File: config.mk
export PLATFORM = sky130hd
export DESIGN_NAME = angular_sector_cull_core
export DESIGN_NICKNAME = d
export VERILOG_FILES = /design/src/rtl/asc_pkg.sv /design/src/rtl/angular_sector_cull_core.sv /design/src/rtl/asc_csr.sv /design/src/rtl/asc_cordic.sv
export SDC_FILE = /design/constraint.sdc
export NUM_CORES = 1
export LEC_CHECK = 0
export BUFFER_PORTS_ARGS = -buffer_cell sky130_fd_sc_hd__buf_4
export CORE_MARGIN = 1
export CORE_UTILIZATION = 30
export CTS_CLUSTER_DIAMETER = 150
export DETAILED_ROUTE_END_ITERATION = 7
export HOLD_SLACK_MARGIN = 0.15
export SYNTH_ARGS = -nofsm -noshare
export SYNTH_HDL_FRONTEND = slang
export SYNTH_SLANG_ARGS = --single-unit
File: constraint.sdc
create_clock -name clock -period 13.8 [get_ports clock]
set_input_delay 0 -clock clock [delete_from_list [all_inputs] [get_ports clock]]
set_output_delay 0 -clock clock [all_outputs]
set_load 0.005 [all_outputs]
File: src/rtl/asc_pkg.sv
// ----------------------------------------------------------------------------
// asc_pkg
// Shared types, widths, register codes and the arctangent table of the
// angular sector cull core.
// ----------------------------------------------------------------------------
package asc_pkg;

   localparam int COORD_W          = 24;
   localparam int DIFF_W           = COORD_W + 1;
   localparam int SCALE_SH         = 6;
   localparam int VEC_W            = 34;
   localparam int ZACC_W           = 29;
   localparam int ANG_W            = 15;
   localparam int CNT_W            = 32;
   localparam int ATAN_ENTRIES     = 24;
   localparam int ATAN_IDX_W       = 5;
   localparam int RND_SH           = 12;
   localparam int CORDIC_STEPS_DEF = 16;
   localparam int CSR_ADDR_W       = 4;
   localparam int CSR_DATA_W       = 32;

   localparam logic signed [ZACC_W-1:0] PI_24 = 29'sd52707179;

   localparam logic [1:0] REG_ORIGIN_X   = 2'd0;
   localparam logic [1:0] REG_ORIGIN_Z   = 2'd1;
   localparam logic [1:0] REG_ANGLE_LOW  = 2'd2;
   localparam logic [1:0] REG_ANGLE_HIGH = 2'd3;

   typedef struct packed {
      logic signed [COORD_W-1:0] point_x;
      logic signed [COORD_W-1:0] point_z;
   } req_type;

   typedef struct packed {
      logic             inside_res;
      logic [CNT_W-1:0] in_count;
      logic [CNT_W-1:0] out_count;
   } rsp_type;

   typedef struct packed {
      logic signed [COORD_W-1:0] origin_x;
      logic signed [COORD_W-1:0] origin_z;
      logic signed [ANG_W-1:0]   angle_low;
      logic signed [ANG_W-1:0]   angle_high;
   } cfg_type;

   // atan(2^-i) in units of 2^-24 rad, rounded
   function automatic logic signed [ZACC_W-1:0] atan_entry(input logic [ATAN_IDX_W-1:0] idx);
      logic signed [ZACC_W-1:0] v;
      case (idx)
         5'd0:    v = 29'sd13176795;
         5'd1:    v = 29'sd7778716;
         5'd2:    v = 29'sd4110060;
         5'd3:    v = 29'sd2086331;
         5'd4:    v = 29'sd1047214;
         5'd5:    v = 29'sd524117;
         5'd6:    v = 29'sd262123;
         5'd7:    v = 29'sd131069;
         5'd8:    v = 29'sd65536;
         5'd9:    v = 29'sd32768;
         5'd10:   v = 29'sd16384;
         5'd11:   v = 29'sd8192;
         5'd12:   v = 29'sd4096;
         5'd13:   v = 29'sd2048;
         5'd14:   v = 29'sd1024;
         5'd15:   v = 29'sd512;
         5'd16:   v = 29'sd256;
         5'd17:   v = 29'sd128;
         5'd18:   v = 29'sd64;
         5'd19:   v = 29'sd32;
         5'd20:   v = 29'sd16;
         5'd21:   v = 29'sd8;
         5'd22:   v = 29'sd4;
         5'd23:   v = 29'sd2;
         default: v = '0;
      endcase
      return v;
   endfunction

endpackage

File: src/rtl/angular_sector_cull_core.sv
// ----------------------------------------------------------------------------
// angular_sector_cull_core
// Bearing-in-sector test for one point per beat, with inside/outside tallies.
//
// A req beat carries a point (point_x, point_z). The core forms the vector
// from the point to the configured apex, computes its bearing with an
// iterative CORDIC (one shift/add step per cycle), and tests it against the
// sector angle_low..angle_high; a sector with angle_low >= angle_high wraps
// through +-pi. Each rsp beat returns the inside flag and both 32-bit tallies
// after that point. One point is in flight at a time: req_ready is high only
// while the sequencer is idle. A new req is taken only once the previous
// point has left the CORDIC, so the throughput is set by the CORDIC loop.
// The rsp register lets the next req be accepted while a result waits; if
// rsp_ready stays low, a finished result is held in the CORDIC until the
// rsp register frees. Reset clears the state, tallies, valids and config.
// ----------------------------------------------------------------------------
module angular_sector_cull_core #(
   parameter int CORDIC_STEPS = asc_pkg::CORDIC_STEPS_DEF
) (
   input  logic                           clock,
   input  logic                           reset,
   input  logic                           req_valid,
   output logic                           req_ready,
   input  asc_pkg::req_type               req_data,
   output logic                           rsp_valid,
   input  logic                           rsp_ready,
   output asc_pkg::rsp_type               rsp_data,
   input  logic                           csr_psel,
   input  logic                           csr_penable,
   input  logic                           csr_pwrite,
   input  logic [asc_pkg::CSR_ADDR_W-1:0] csr_paddr,
   input  logic [asc_pkg::CSR_DATA_W-1:0] csr_pwdata,
   output logic [asc_pkg::CSR_DATA_W-1:0] csr_prdata,
   output logic                           csr_pready
);

   localparam logic [1:0] S_IDLE  = 2'd0;
   localparam logic [1:0] S_START = 2'd1;
   localparam logic [1:0] S_WAIT  = 2'd2;
   localparam logic [1:0] S_PUT   = 2'd3;

   asc_pkg::cfg_type                  cfg;
   logic [1:0]                        state_ff, state_in;
   logic signed [asc_pkg::DIFF_W-1:0] dx_ff, dx_in, dz_ff, dz_in;
   logic                              rsp_valid_ff, rsp_valid_in;
   asc_pkg::rsp_type                  rsp_data_ff, rsp_data_in;
   logic [asc_pkg::CNT_W-1:0]         in_tally_ff, in_tally_in, out_tally_ff, out_tally_in;
   logic                              cord_start, cord_done;
   logic signed [asc_pkg::ANG_W-1:0]  cord_angle;
   logic                              in_sector, out_free, finish;

   asc_csr u_csr (
      .clock       (clock),
      .reset       (reset),
      .csr_psel    (csr_psel),
      .csr_penable (csr_penable),
      .csr_pwrite  (csr_pwrite),
      .csr_paddr   (csr_paddr),
      .csr_pwdata  (csr_pwdata),
      .csr_prdata  (csr_prdata),
      .csr_pready  (csr_pready),
      .cfg         (cfg)
   );

   asc_cordic #(
      .CORDIC_STEPS (CORDIC_STEPS)
   ) u_cordic (
      .clock (clock),
      .reset (reset),
      .start (cord_start),
      .y_src (dx_ff),
      .x_src (dz_ff),
      .done  (cord_done),
      .angle (cord_angle)
   );

   assign req_ready  = (state_ff == S_IDLE);
   assign cord_start = (state_ff == S_START);
   assign rsp_valid  = rsp_valid_ff;
   assign rsp_data   = rsp_data_ff;
   assign out_free   = !rsp_valid_ff || rsp_ready;
   assign finish     = out_free && (((state_ff == S_WAIT) && cord_done) || (state_ff == S_PUT));

   always_comb begin
      if (cfg.angle_low < cfg.angle_high) begin
         in_sector = (cord_angle >= cfg.angle_low) && (cord_angle <= cfg.angle_high);
      end else begin
         in_sector = (cord_angle > cfg.angle_low) || (cord_angle < cfg.angle_high);
      end
   end

   assign dx_in = {cfg.origin_x[asc_pkg::COORD_W-1], cfg.origin_x}
                - {req_data.point_x[asc_pkg::COORD_W-1], req_data.point_x};
   assign dz_in = {cfg.origin_z[asc_pkg::COORD_W-1], cfg.origin_z}
                - {req_data.point_z[asc_pkg::COORD_W-1], req_data.point_z};

   always_comb begin
      state_in     = state_ff;
      rsp_valid_in = rsp_valid_ff && !rsp_ready;
      rsp_data_in  = rsp_data_ff;
      in_tally_in  = in_tally_ff;
      out_tally_in = out_tally_ff;
      if (finish) begin
         if (in_sector) begin
            in_tally_in = in_tally_ff + 1'b1;
         end else begin
            out_tally_in = out_tally_ff + 1'b1;
         end
         rsp_valid_in           = 1'b1;
         rsp_data_in.inside_res = in_sector;
         rsp_data_in.in_count   = in_tally_in;
         rsp_data_in.out_count  = out_tally_in;
      end
      case (state_ff)
         S_IDLE: begin
            if (req_valid) begin
               state_in = S_START;
            end
         end
         S_START: begin
            state_in = S_WAIT;
         end
         S_WAIT: begin
            if (cord_done) begin
               state_in = out_free ? S_IDLE : S_PUT;
            end
         end
         S_PUT: begin
            if (out_free) begin
               state_in = S_IDLE;
            end
         end
         default: begin
            state_in = S_IDLE;
         end
      endcase
   end

   always_ff @(posedge clock) begin
      if (reset) begin
         state_ff     <= S_IDLE;
         rsp_valid_ff <= 1'b0;
         in_tally_ff  <= '0;
         out_tally_ff <= '0;
      end else begin
         state_ff     <= state_in;
         rsp_valid_ff <= rsp_valid_in;
         in_tally_ff  <= in_tally_in;
         out_tally_ff <= out_tally_in;
      end
   end

   always_ff @(posedge clock) begin
      rsp_data_ff <= rsp_data_in;
      if (req_valid && req_ready) begin
         dx_ff <= dx_in;
         dz_ff <= dz_in;
      end
   end

endmodule

File: src/rtl/asc_csr.sv
// ----------------------------------------------------------------------------
// asc_csr
// APB-style register file holding the apex position and sector bounds.
// ----------------------------------------------------------------------------
module asc_csr (
   input  logic                             clock,
   input  logic                             reset,
   input  logic                             csr_psel,
   input  logic                             csr_penable,
   input  logic                             csr_pwrite,
   input  logic [asc_pkg::CSR_ADDR_W-1:0]   csr_paddr,
   input  logic [asc_pkg::CSR_DATA_W-1:0]   csr_pwdata,
   output logic [asc_pkg::CSR_DATA_W-1:0]   csr_prdata,
   output logic                             csr_pready,
   output asc_pkg::cfg_type                 cfg
);

   asc_pkg::cfg_type cfg_ff, cfg_in;
   logic [1:0]       idx;
   logic             wr_en;

   assign idx        = csr_paddr[3:2];
   assign wr_en      = csr_psel && csr_penable && csr_pwrite;
   assign csr_pready = 1'b1;
   assign cfg        = cfg_ff;

   always_comb begin
      cfg_in = cfg_ff;
      if (wr_en) begin
         case (idx)
            asc_pkg::REG_ORIGIN_X:   cfg_in.origin_x   = csr_pwdata[asc_pkg::COORD_W-1:0];
            asc_pkg::REG_ORIGIN_Z:   cfg_in.origin_z   = csr_pwdata[asc_pkg::COORD_W-1:0];
            asc_pkg::REG_ANGLE_LOW:  cfg_in.angle_low  = csr_pwdata[asc_pkg::ANG_W-1:0];
            asc_pkg::REG_ANGLE_HIGH: cfg_in.angle_high = csr_pwdata[asc_pkg::ANG_W-1:0];
            default:                 cfg_in = cfg_ff;
         endcase
      end
   end

   always_comb begin
      case (idx)
         asc_pkg::REG_ORIGIN_X:
            csr_prdata = {{(asc_pkg::CSR_DATA_W-asc_pkg::COORD_W){cfg_ff.origin_x[asc_pkg::COORD_W-1]}},
                          cfg_ff.origin_x};
         asc_pkg::REG_ORIGIN_Z:
            csr_prdata = {{(asc_pkg::CSR_DATA_W-asc_pkg::COORD_W){cfg_ff.origin_z[asc_pkg::COORD_W-1]}},
                          cfg_ff.origin_z};
         asc_pkg::REG_ANGLE_LOW:
            csr_prdata = {{(asc_pkg::CSR_DATA_W-asc_pkg::ANG_W){cfg_ff.angle_low[asc_pkg::ANG_W-1]}},
                          cfg_ff.angle_low};
         asc_pkg::REG_ANGLE_HIGH:
            csr_prdata = {{(asc_pkg::CSR_DATA_W-asc_pkg::ANG_W){cfg_ff.angle_high[asc_pkg::ANG_W-1]}},
                          cfg_ff.angle_high};
         default:
            csr_prdata = '0;
      endcase
   end

   always_ff @(posedge clock) begin
      if (reset) begin
         cfg_ff <= '0;
      end else begin
         cfg_ff <= cfg_in;
      end
   end

endmodule

File: src/rtl/asc_cordic.sv
// ----------------------------------------------------------------------------
// asc_cordic
// Iterative vectoring CORDIC: one shift/add step per cycle, giving the
// bearing atan2(y, x) rounded to Q3.12 radians.
// ----------------------------------------------------------------------------
module asc_cordic #(
   parameter int CORDIC_STEPS = asc_pkg::CORDIC_STEPS_DEF
) (
   input  logic                              clock,
   input  logic                              reset,
   input  logic                              start,
   input  logic signed [asc_pkg::DIFF_W-1:0] y_src,
   input  logic signed [asc_pkg::DIFF_W-1:0] x_src,
   output logic                              done,
   output logic signed [asc_pkg::ANG_W-1:0]  angle
);

   localparam int STEP_W = $clog2(CORDIC_STEPS);
   localparam int SC_W   = asc_pkg::DIFF_W + asc_pkg::SCALE_SH;

   localparam logic [1:0] C_IDLE  = 2'd0;
   localparam logic [1:0] C_ITER  = 2'd1;
   localparam logic [1:0] C_ROUND = 2'd2;

   logic [1:0]                         state_ff, state_in;
   logic [STEP_W-1:0]                  step_ff, step_in;
   logic signed [asc_pkg::VEC_W-1:0]   x_ff, x_in, y_ff, y_in;
   logic signed [asc_pkg::ZACC_W-1:0]  z_ff, z_in;
   logic                               zero_ff, zero_in;
   logic                               done_ff, done_in;
   logic signed [asc_pkg::ANG_W-1:0]   angle_ff, angle_in;

   logic signed [SC_W-1:0]             xs, ys;
   logic signed [asc_pkg::VEC_W-1:0]   xe, ye, x_sh, y_sh;
   logic signed [asc_pkg::ZACC_W-1:0]  atan_v, z_rnd, z_shr;

   assign xs     = {x_src, {asc_pkg::SCALE_SH{1'b0}}};
   assign ys     = {y_src, {asc_pkg::SCALE_SH{1'b0}}};
   assign xe     = {{(asc_pkg::VEC_W-SC_W){xs[SC_W-1]}}, xs};
   assign ye     = {{(asc_pkg::VEC_W-SC_W){ys[SC_W-1]}}, ys};
   assign x_sh   = x_ff >>> step_ff;
   assign y_sh   = y_ff >>> step_ff;
   assign atan_v = asc_pkg::atan_entry(asc_pkg::ATAN_IDX_W'(step_ff));
   assign z_rnd  = z_ff + asc_pkg::ZACC_W'(2048);
   assign z_shr  = z_rnd >>> asc_pkg::RND_SH;

   assign done  = done_ff;
   assign angle = angle_ff;

   always_comb begin
      state_in = state_ff;
      step_in  = step_ff;
      x_in     = x_ff;
      y_in     = y_ff;
      z_in     = z_ff;
      zero_in  = zero_ff;
      done_in  = 1'b0;
      angle_in = angle_ff;
      case (state_ff)
         C_IDLE: begin
            if (start) begin
               zero_in = (x_src == '0) && (y_src == '0);
               step_in = '0;
               if (x_src[asc_pkg::DIFF_W-1]) begin
                  x_in = -xe;
                  y_in = -ye;
                  z_in = y_src[asc_pkg::DIFF_W-1] ? -asc_pkg::PI_24 : asc_pkg::PI_24;
               end else begin
                  x_in = xe;
                  y_in = ye;
                  z_in = '0;
               end
               state_in = C_ITER;
            end
         end
         C_ITER: begin
            if (y_ff[asc_pkg::VEC_W-1]) begin
               x_in = x_ff - y_sh;
               y_in = y_ff + x_sh;
               z_in = z_ff - atan_v;
            end else begin
               x_in = x_ff + y_sh;
               y_in = y_ff - x_sh;
               z_in = z_ff + atan_v;
            end
            step_in = step_ff + 1'b1;
            if (step_ff == STEP_W'(CORDIC_STEPS - 1)) begin
               state_in = C_ROUND;
            end
         end
         C_ROUND: begin
            angle_in = zero_ff ? '0 : z_shr[asc_pkg::ANG_W-1:0];
            done_in  = 1'b1;
            state_in = C_IDLE;
         end
         default: begin
            state_in = C_IDLE;
         end
      endcase
   end

   always_ff @(posedge clock) begin
      if (reset) begin
         state_ff <= C_IDLE;
         done_ff  <= 1'b0;
      end else begin
         state_ff <= state_in;
         done_ff  <= done_in;
      end
   end

   always_ff @(posedge clock) begin
      step_ff  <= step_in;
      x_ff     <= x_in;
      y_ff     <= y_in;
      z_ff     <= z_in;
      zero_ff  <= zero_in;
      angle_ff <= angle_in;
   end

endmodule
; ---- After elaboration in Yosys (flattened, before gate mapping)
; Memory sizes are Yosys's and may differ from the RTL's. A register that Yosys moved wholly into a read port is not among the register bits.
; Cells that the tools add are included.
[op_classes]
reduce_logical = 27
shift = 2
multipliers = 0
n_bitwise = 0
n_addsub = 14
magnitude_cmp = 5
n_eq_ne = 14
div = 0
n_mux = 30
[ops]
columns = operator, n
row1 = $mux W34, 6
row2 = $pmux W34 S2, 2
row3 = $pmux W32 S4, 1
row4 = $mux W29, 4
row5 = $add A34 B34 Y34, 2
row6 = $neg A31 Y34, 2
row7 = $sshr A34 B4 Y34, 2
row8 = $sub A34 B34 Y34, 2
row9 = $add A32 B1 Y32 const B, 2
row10 = $mux W32, 2
row11 = $pmux W29 S2, 1
row12 = $logic_not A25 Y1, 2
row13 = $sub A24 B24 Y25, 2
row14 = $lt A15 B15 Y1, 2
row15 = $add A29 B29 Y29, 1
row16 = $sub A29 B29 Y29, 1
row17 = $add A27 B13 Y27 const B, 1
row18 = $ge A15 B15 Y1, 1
row19 = $gt A15 B15 Y1, 1
row20 = $le A15 B15 Y1, 1
row21 = $reduce_and A2 Y1, 7
row22 = $mux W2, 6
row23 = $eq A2 B2 Y1 const B, 5
row24 = $logic_and A1 B1 Y1, 8
row25 = other kinds (15), 28
[totals]
mem_count = 1
ramBits = 0
romBits = 384
ff_bits = 380
latch_bits = 0
word_cells = 114
[memory_table]
columns = memory, depth, word_bits, read_ports, rd_ports_with_merged_regs, wr, line
row1 = (name not given), 16, 24, 1, 1, 0, asc_pkg.sv:50  ; case (idx)

; ---- Logic depth before layout (Yosys ltp)
[depth]
ltp_word = 5
ltp_mapped = 27
mapped_depth_nobuf = 21

; ---- Hierarchy
; From an unflattened synthesis, not the netlist that was laid out.
[unflattened]
cells_unflattened = 3524
hier_area_um2 = 31955.6
[by_module_without_submodules]
columns = mod, n_inst, area_each_um2, cells_per_inst
row1 = asc_cordic, 1, 16829.9, 1971
row2 = angular_sector_cull_core, 1, 11342.1, 1186
row3 = asc_csr, 1, 3783.6, 367

; ---- Least setup slack after synthesis
; OpenSTA, ideal clock, no wires.
[synth_path]
path_kind = reg2reg
startpoint = reg u_cordic.step_ff[3]
endpoint = reg u_cordic.y_ff[29] (netlist name), data pin
synth_period_minus_slack_ns = 5.592
arrival_ns = 5.326
path_slack_ns = 8.208
path_stages_with_launch = 24
cell_sequence = edfxtp_1 > inv_1 > clkbuf_1 > buf_1 > clkbuf_1 > buf_1 > clkbuf_1 > mux2i_1 > ha_1 > and2_1 > nand3_1 > nor2_1 > nor2_1 > xnor2_1 > ha_1 > and3_1 > a31o_2 > a21oi_1 > o21bai_1 > a221oi_1 > nand2b_1 > a21oi_1 > xor2_1 > o21ai_0
[synth_between]
elab_chain_cells = 4
[synth_lines]
columns = element, line
row1 = from (decl), asc_cordic.sv:26  ; logic [STEP_W-1:0] step_ff, step_in;
row2 = from (signal assigned), asc_cordic.sv:113  ; step_ff <= step_in;
row3 = $sshr A34 B4 Y34 (*), asc_cordic.sv:41  ; assign x_sh = x_ff >>> step_ff;
row4 = $sub A34 B34 Y34 or $add A34 B34 Y34 (tied branches), "asc_cordic.sv:83, asc_cordic.sv:79"
row5 = $mux W34 (*), asc_cordic.sv:77  ; if (y_ff[asc_pkg::VEC_W-1]) begin
row6 = $pmux W34 S2 (*), asc_cordic.sv:59  ; case (state_ff)
row7 = via u_cordic.y_in (one bit), asc_cordic.sv:27  ; logic signed [asc_pkg::VEC_W-1:0] x_ff, x_in, y_ff, y_in;
row8 = to (signal assigned), asc_cordic.sv:115  ; y_ff <= y_in;
row9 = to (decl), asc_cordic.sv:27
; Mark *: on every way through the listed nets, which the timed path passes. The rest lies on a longest branch.
; A chain may end at the register's enable or synchronous reset.

; ---- Final worst setup path
[layout_path]
startpoint = reg u_cordic.step_ff[1]
endpoint = reg u_cordic.x_ff[32] (netlist name), data pin
[layout_between]
elab_chain_cells = 4
[layout_lines]
columns = element, line
row1 = $sshr A34 B4 Y34 (*), asc_cordic.sv:42  ; assign y_sh = y_ff >>> step_ff;
row2 = $add A34 B34 Y34 or $sub A34 B34 Y34 (tied branches), "asc_cordic.sv:82, asc_cordic.sv:78"
row3 = $mux W34 (*), asc_cordic.sv:77
row4 = $pmux W34 S2 (*), asc_cordic.sv:59
row5 = via u_cordic.x_in (one bit), asc_cordic.sv:27
row6 = to (signal assigned), asc_cordic.sv:114  ; x_ff <= x_in;
row7 = to (decl), asc_cordic.sv:27
; Marks and branches as above.

==> flow_summary.ini <==
[job]
max-cap-violations = 0

[critical_path]
r2r-end = u_cordic.x_ff[32]$_DFFE_PP_
cp_cell_sequence = buf_4 -> buf_4 -> mux2_2 -> mux4_2 -> a222oi_1 -> o211ai_1 -> nor4b_2 -> nand3_1 -> o21ai_0 -> xor2_1 -> ha_1 -> a21o_1 -> a21o_1 -> a221oi_1 -> o221ai_1 -> a21oi_1 -> o21ai_0 -> a2111oi_0 -> a211o_1
crit_path_top_delay_cell = buf_4
reg2regPathDepth = 19
reg2reg_setup_slack_ns = 6.41
critPathRequiredTime_ns = 14.27
critPathCaptureType = flop
critPathMaxStageDelay_ns = 0.77
crit_path_max_fanout = 67
criticalPathCategory = reg2reg
critPathLaunchType = flop
critPathArrivalTime_ns = 7.86
r2r_start = u_cordic.step_ff[1]$_DFFE_PP_
setup.worst_path.start = u_cordic.step_ff[1]$_DFFE_PP_

[grt]
overflow = 0
grt_util_all_layers = 0.178
grt_pass1_wl_um = 147000
grt_max_degree = 94
antenna_found_initial = 12
first_global_vias = 25300

[synthesis]
synthTopCellsByCount = 409 x nand2_1, 303 x nor2_1, 292 x a21oi_1, 234 x xnor2_1, 230 x edfxtp_1
synth_ff_type = edfxtp_1
syn_area_mm2 = 0.0308
yosys-top-cells-area = edfxtp_1 22%, dfxtp_1 11%, ha_1 8.1%
synth_top_area_share = 0.225
synth.largest_area_cell = edfxtp_1
syn_inst = 3438
yosysMostFrequentCell = nand2_1
syn_nets = 3734
synth_edf_count = 230
yosysWarnings = 0
syn_avg_cell_area_um2 = 8.95
synth.ff_latch_count = 401
ys_types = 95
ys_seq_area_frac = 0.336
async_flop_share = 0

[final_layout]
drive_gt1_frac = 0.120
nFillCells = 10400
syn_to_final_growth_pct = 16.1
final_util = 0.351
fin_nets = 3905
final_area_mm2 = 0.0357
multi_input_area_mm2 = 0.0192
seq_area_mm2 = 0.0103
stdcell_count = 5021

[sta]
final_hold_viol_count = 0
final-setup-viol-count = 0
drv_slew = 0
fmax_mhz = 135
timing.setup.tns_ns = 0
clock-skew-final_ns = 0.0261
slew-limit-headroom = 0.234
worst_pin_slew_ns = 1.15
fin_crit_sh = 0.536
rsz0062_at_grt = false
period_needed_ns = 7.39

[power_and_ir_drop]
power_mw = 4.51
power_density_mw_per_mm2 = 126
power_leakage_nw = 13.7
worst_ir_drop_vdd_mv = 0.103

[drt]
wl_um = 93900
via_count = 26300
post_drt_wl_per_cell_um = 18.7
viasPerCell = 5.24
remaining_drc_errors = 0
drtIter0Drc = 2070
final_antenna_net_count = 0
dr.pass1.iters = 6

[clock_tree]
post_cts_buffers = 0
cts_tree = yes
cts_buffer_depth = 3
numCtsBuffers = 45
htree_levels = 2
cts_root_buffer = clkbuf_16
clock_sinks = 401
clkLatencyLatePin_ns = 0.62
clkTransAtPathRegs_ns = 0.07

[floorplanning]
std_cell_rows = 117
die_w_um = 322
fp.dieArea_mm2 = 0.104
fp.dieH_um = 322
core_mm2 = 0.102
start_util = 0.302
io_pins = 191

[outcome]
status = completed

[worst_hold_path]
hold_start = req_data[14]
min_to = dz_ff[15]$_DFFE_PP_
hold_path_class = in2reg
min_path_cells = 5

[placement]
place_hpwl_um = 70400
io_buffers = 179
place_congestion = 0.903
placed_area_mm2 = 0.0333
dp_cells = 4847
-- worst max-delay path by stage --
stage,slack (ns),cells past startpoint,end
2_1_floorplan,8.21,23,u_cordic.y_ff[29]$_DFFE_PP_
3_3_place_gp,6.71,19,u_cordic.x_ff[32]$_DFFE_PP_
3_5_place_dp,6.53,19,u_cordic.x_ff[32]$_DFFE_PP_
4_1_cts,6.51,19,u_cordic.x_ff[32]$_DFFE_PP_
5_1_grt,6.05,19,u_cordic.x_ff[32]$_DFFE_PP_
6_report,6.41,19,u_cordic.x_ff[32]$_DFFE_PP_
-- area by class of cell --
class	count	share of cell area
multi-input combinational	2726	0.537
sequential	401	0.289
timing repair buffer	288	0.0664
tap	1368	0.0479
clock buffer	65	0.0365
inverter	147	0.0156
clock inverter	19	0.00722
antenna	7	0.000490
-- power breakdown --
group          total [mW]  switching, mW  internal (mW)  leakage [nW]
Sequential           1.47          0.100           1.37          3.46
Combinational        1.77           1.01          0.760          9.50
Clock                1.28          0.549          0.727         0.760
-- per-layer routing --
metal | up-vias | GRT usage | part of all wire
met3 | 142 | 0.0391 | 0.070
met5 | - | 0 | 0.00031
met1 | 12600 | 0.236 | 0.45
met4 | 4 | 0.0508 | 0.029
met2 | 763 | 0.289 | 0.46
li1 | 12800 | - | -
-- metrics by stage --
step | worst slack (ns) | hold WS, ns
4_1_cts | 6.51 | 0.163
3_5_place_dp | 6.53 | 0.268
5_1_grt | 6.05 | 0.186
6_report | 6.41 | 0.188
3_3_place_gp | 6.71 | 0.263
2_1_floorplan | 8.21 | 0.136
-- kinds of logic (layout without fill, tap and decap cells) --
logic type,after synthesis,after routing,synth area share
and+or+nand+nor,1174,1174,0.179
AOI/OAI and AO/OA,791,791,0.159
DFF,401,401,0.336
xor gates and xnor gates,359,359,0.102
buffers and inverters,311,519,0.0419
adders and majority gates,205,205,0.0846
muxes,196,196,0.0964
other,1,8,0.000122
-- cells in the final DEF (no fill, tap or decap), types with 66 or more instances in the layout --
cell type and instances:
ha_1 200, dfxtp_1 171, dlygate4sd3_1 83, nor2_1 300
xnor2_1 234, buf_4 205, nand3_1 90, inv_1 143
a21o_1 73, xor2_1 125, mux4_2 66, a21oi_1 292
nand2_1 409, edfxtp_1 230, mux2i_1 75, o21ai_0 164
-- worst max-delay path, delay by kind of cell (launching register included) --
kind                       cells  cell delay [ns]
muxes                          2             0.99
adders and majority gates      1             0.34
AOI/OAI and AO/OA             11             3.23
buffers and inverters          2             1.21
DFF                            1             0.39
and+or+nand+nor                2             0.78
xor gates and xnor gates       1             0.24
-- sequential cells by signal (all words and copies together), names as in the netlist, 4 cells and up --
signal and cells:
dx_ff 25, u_cordic.z_ff 27, out_tally_ff 32, rsp_data 65
u_cordic.y_ff 34, u_cordic.x_ff 34, u_cordic.atan_v 23, dz_ff 25
u_cordic.step_ff 4, in_tally_ff 32, u_cordic.angle 15, u_csr.cfg 78
-- repair_timing --
action,in CTS,in global routing
hold buffers,83,0
hold endpoints to repair,183,0
gates resized for setup,0,0
No activity file was read; power rests on OpenSTA's default activity.
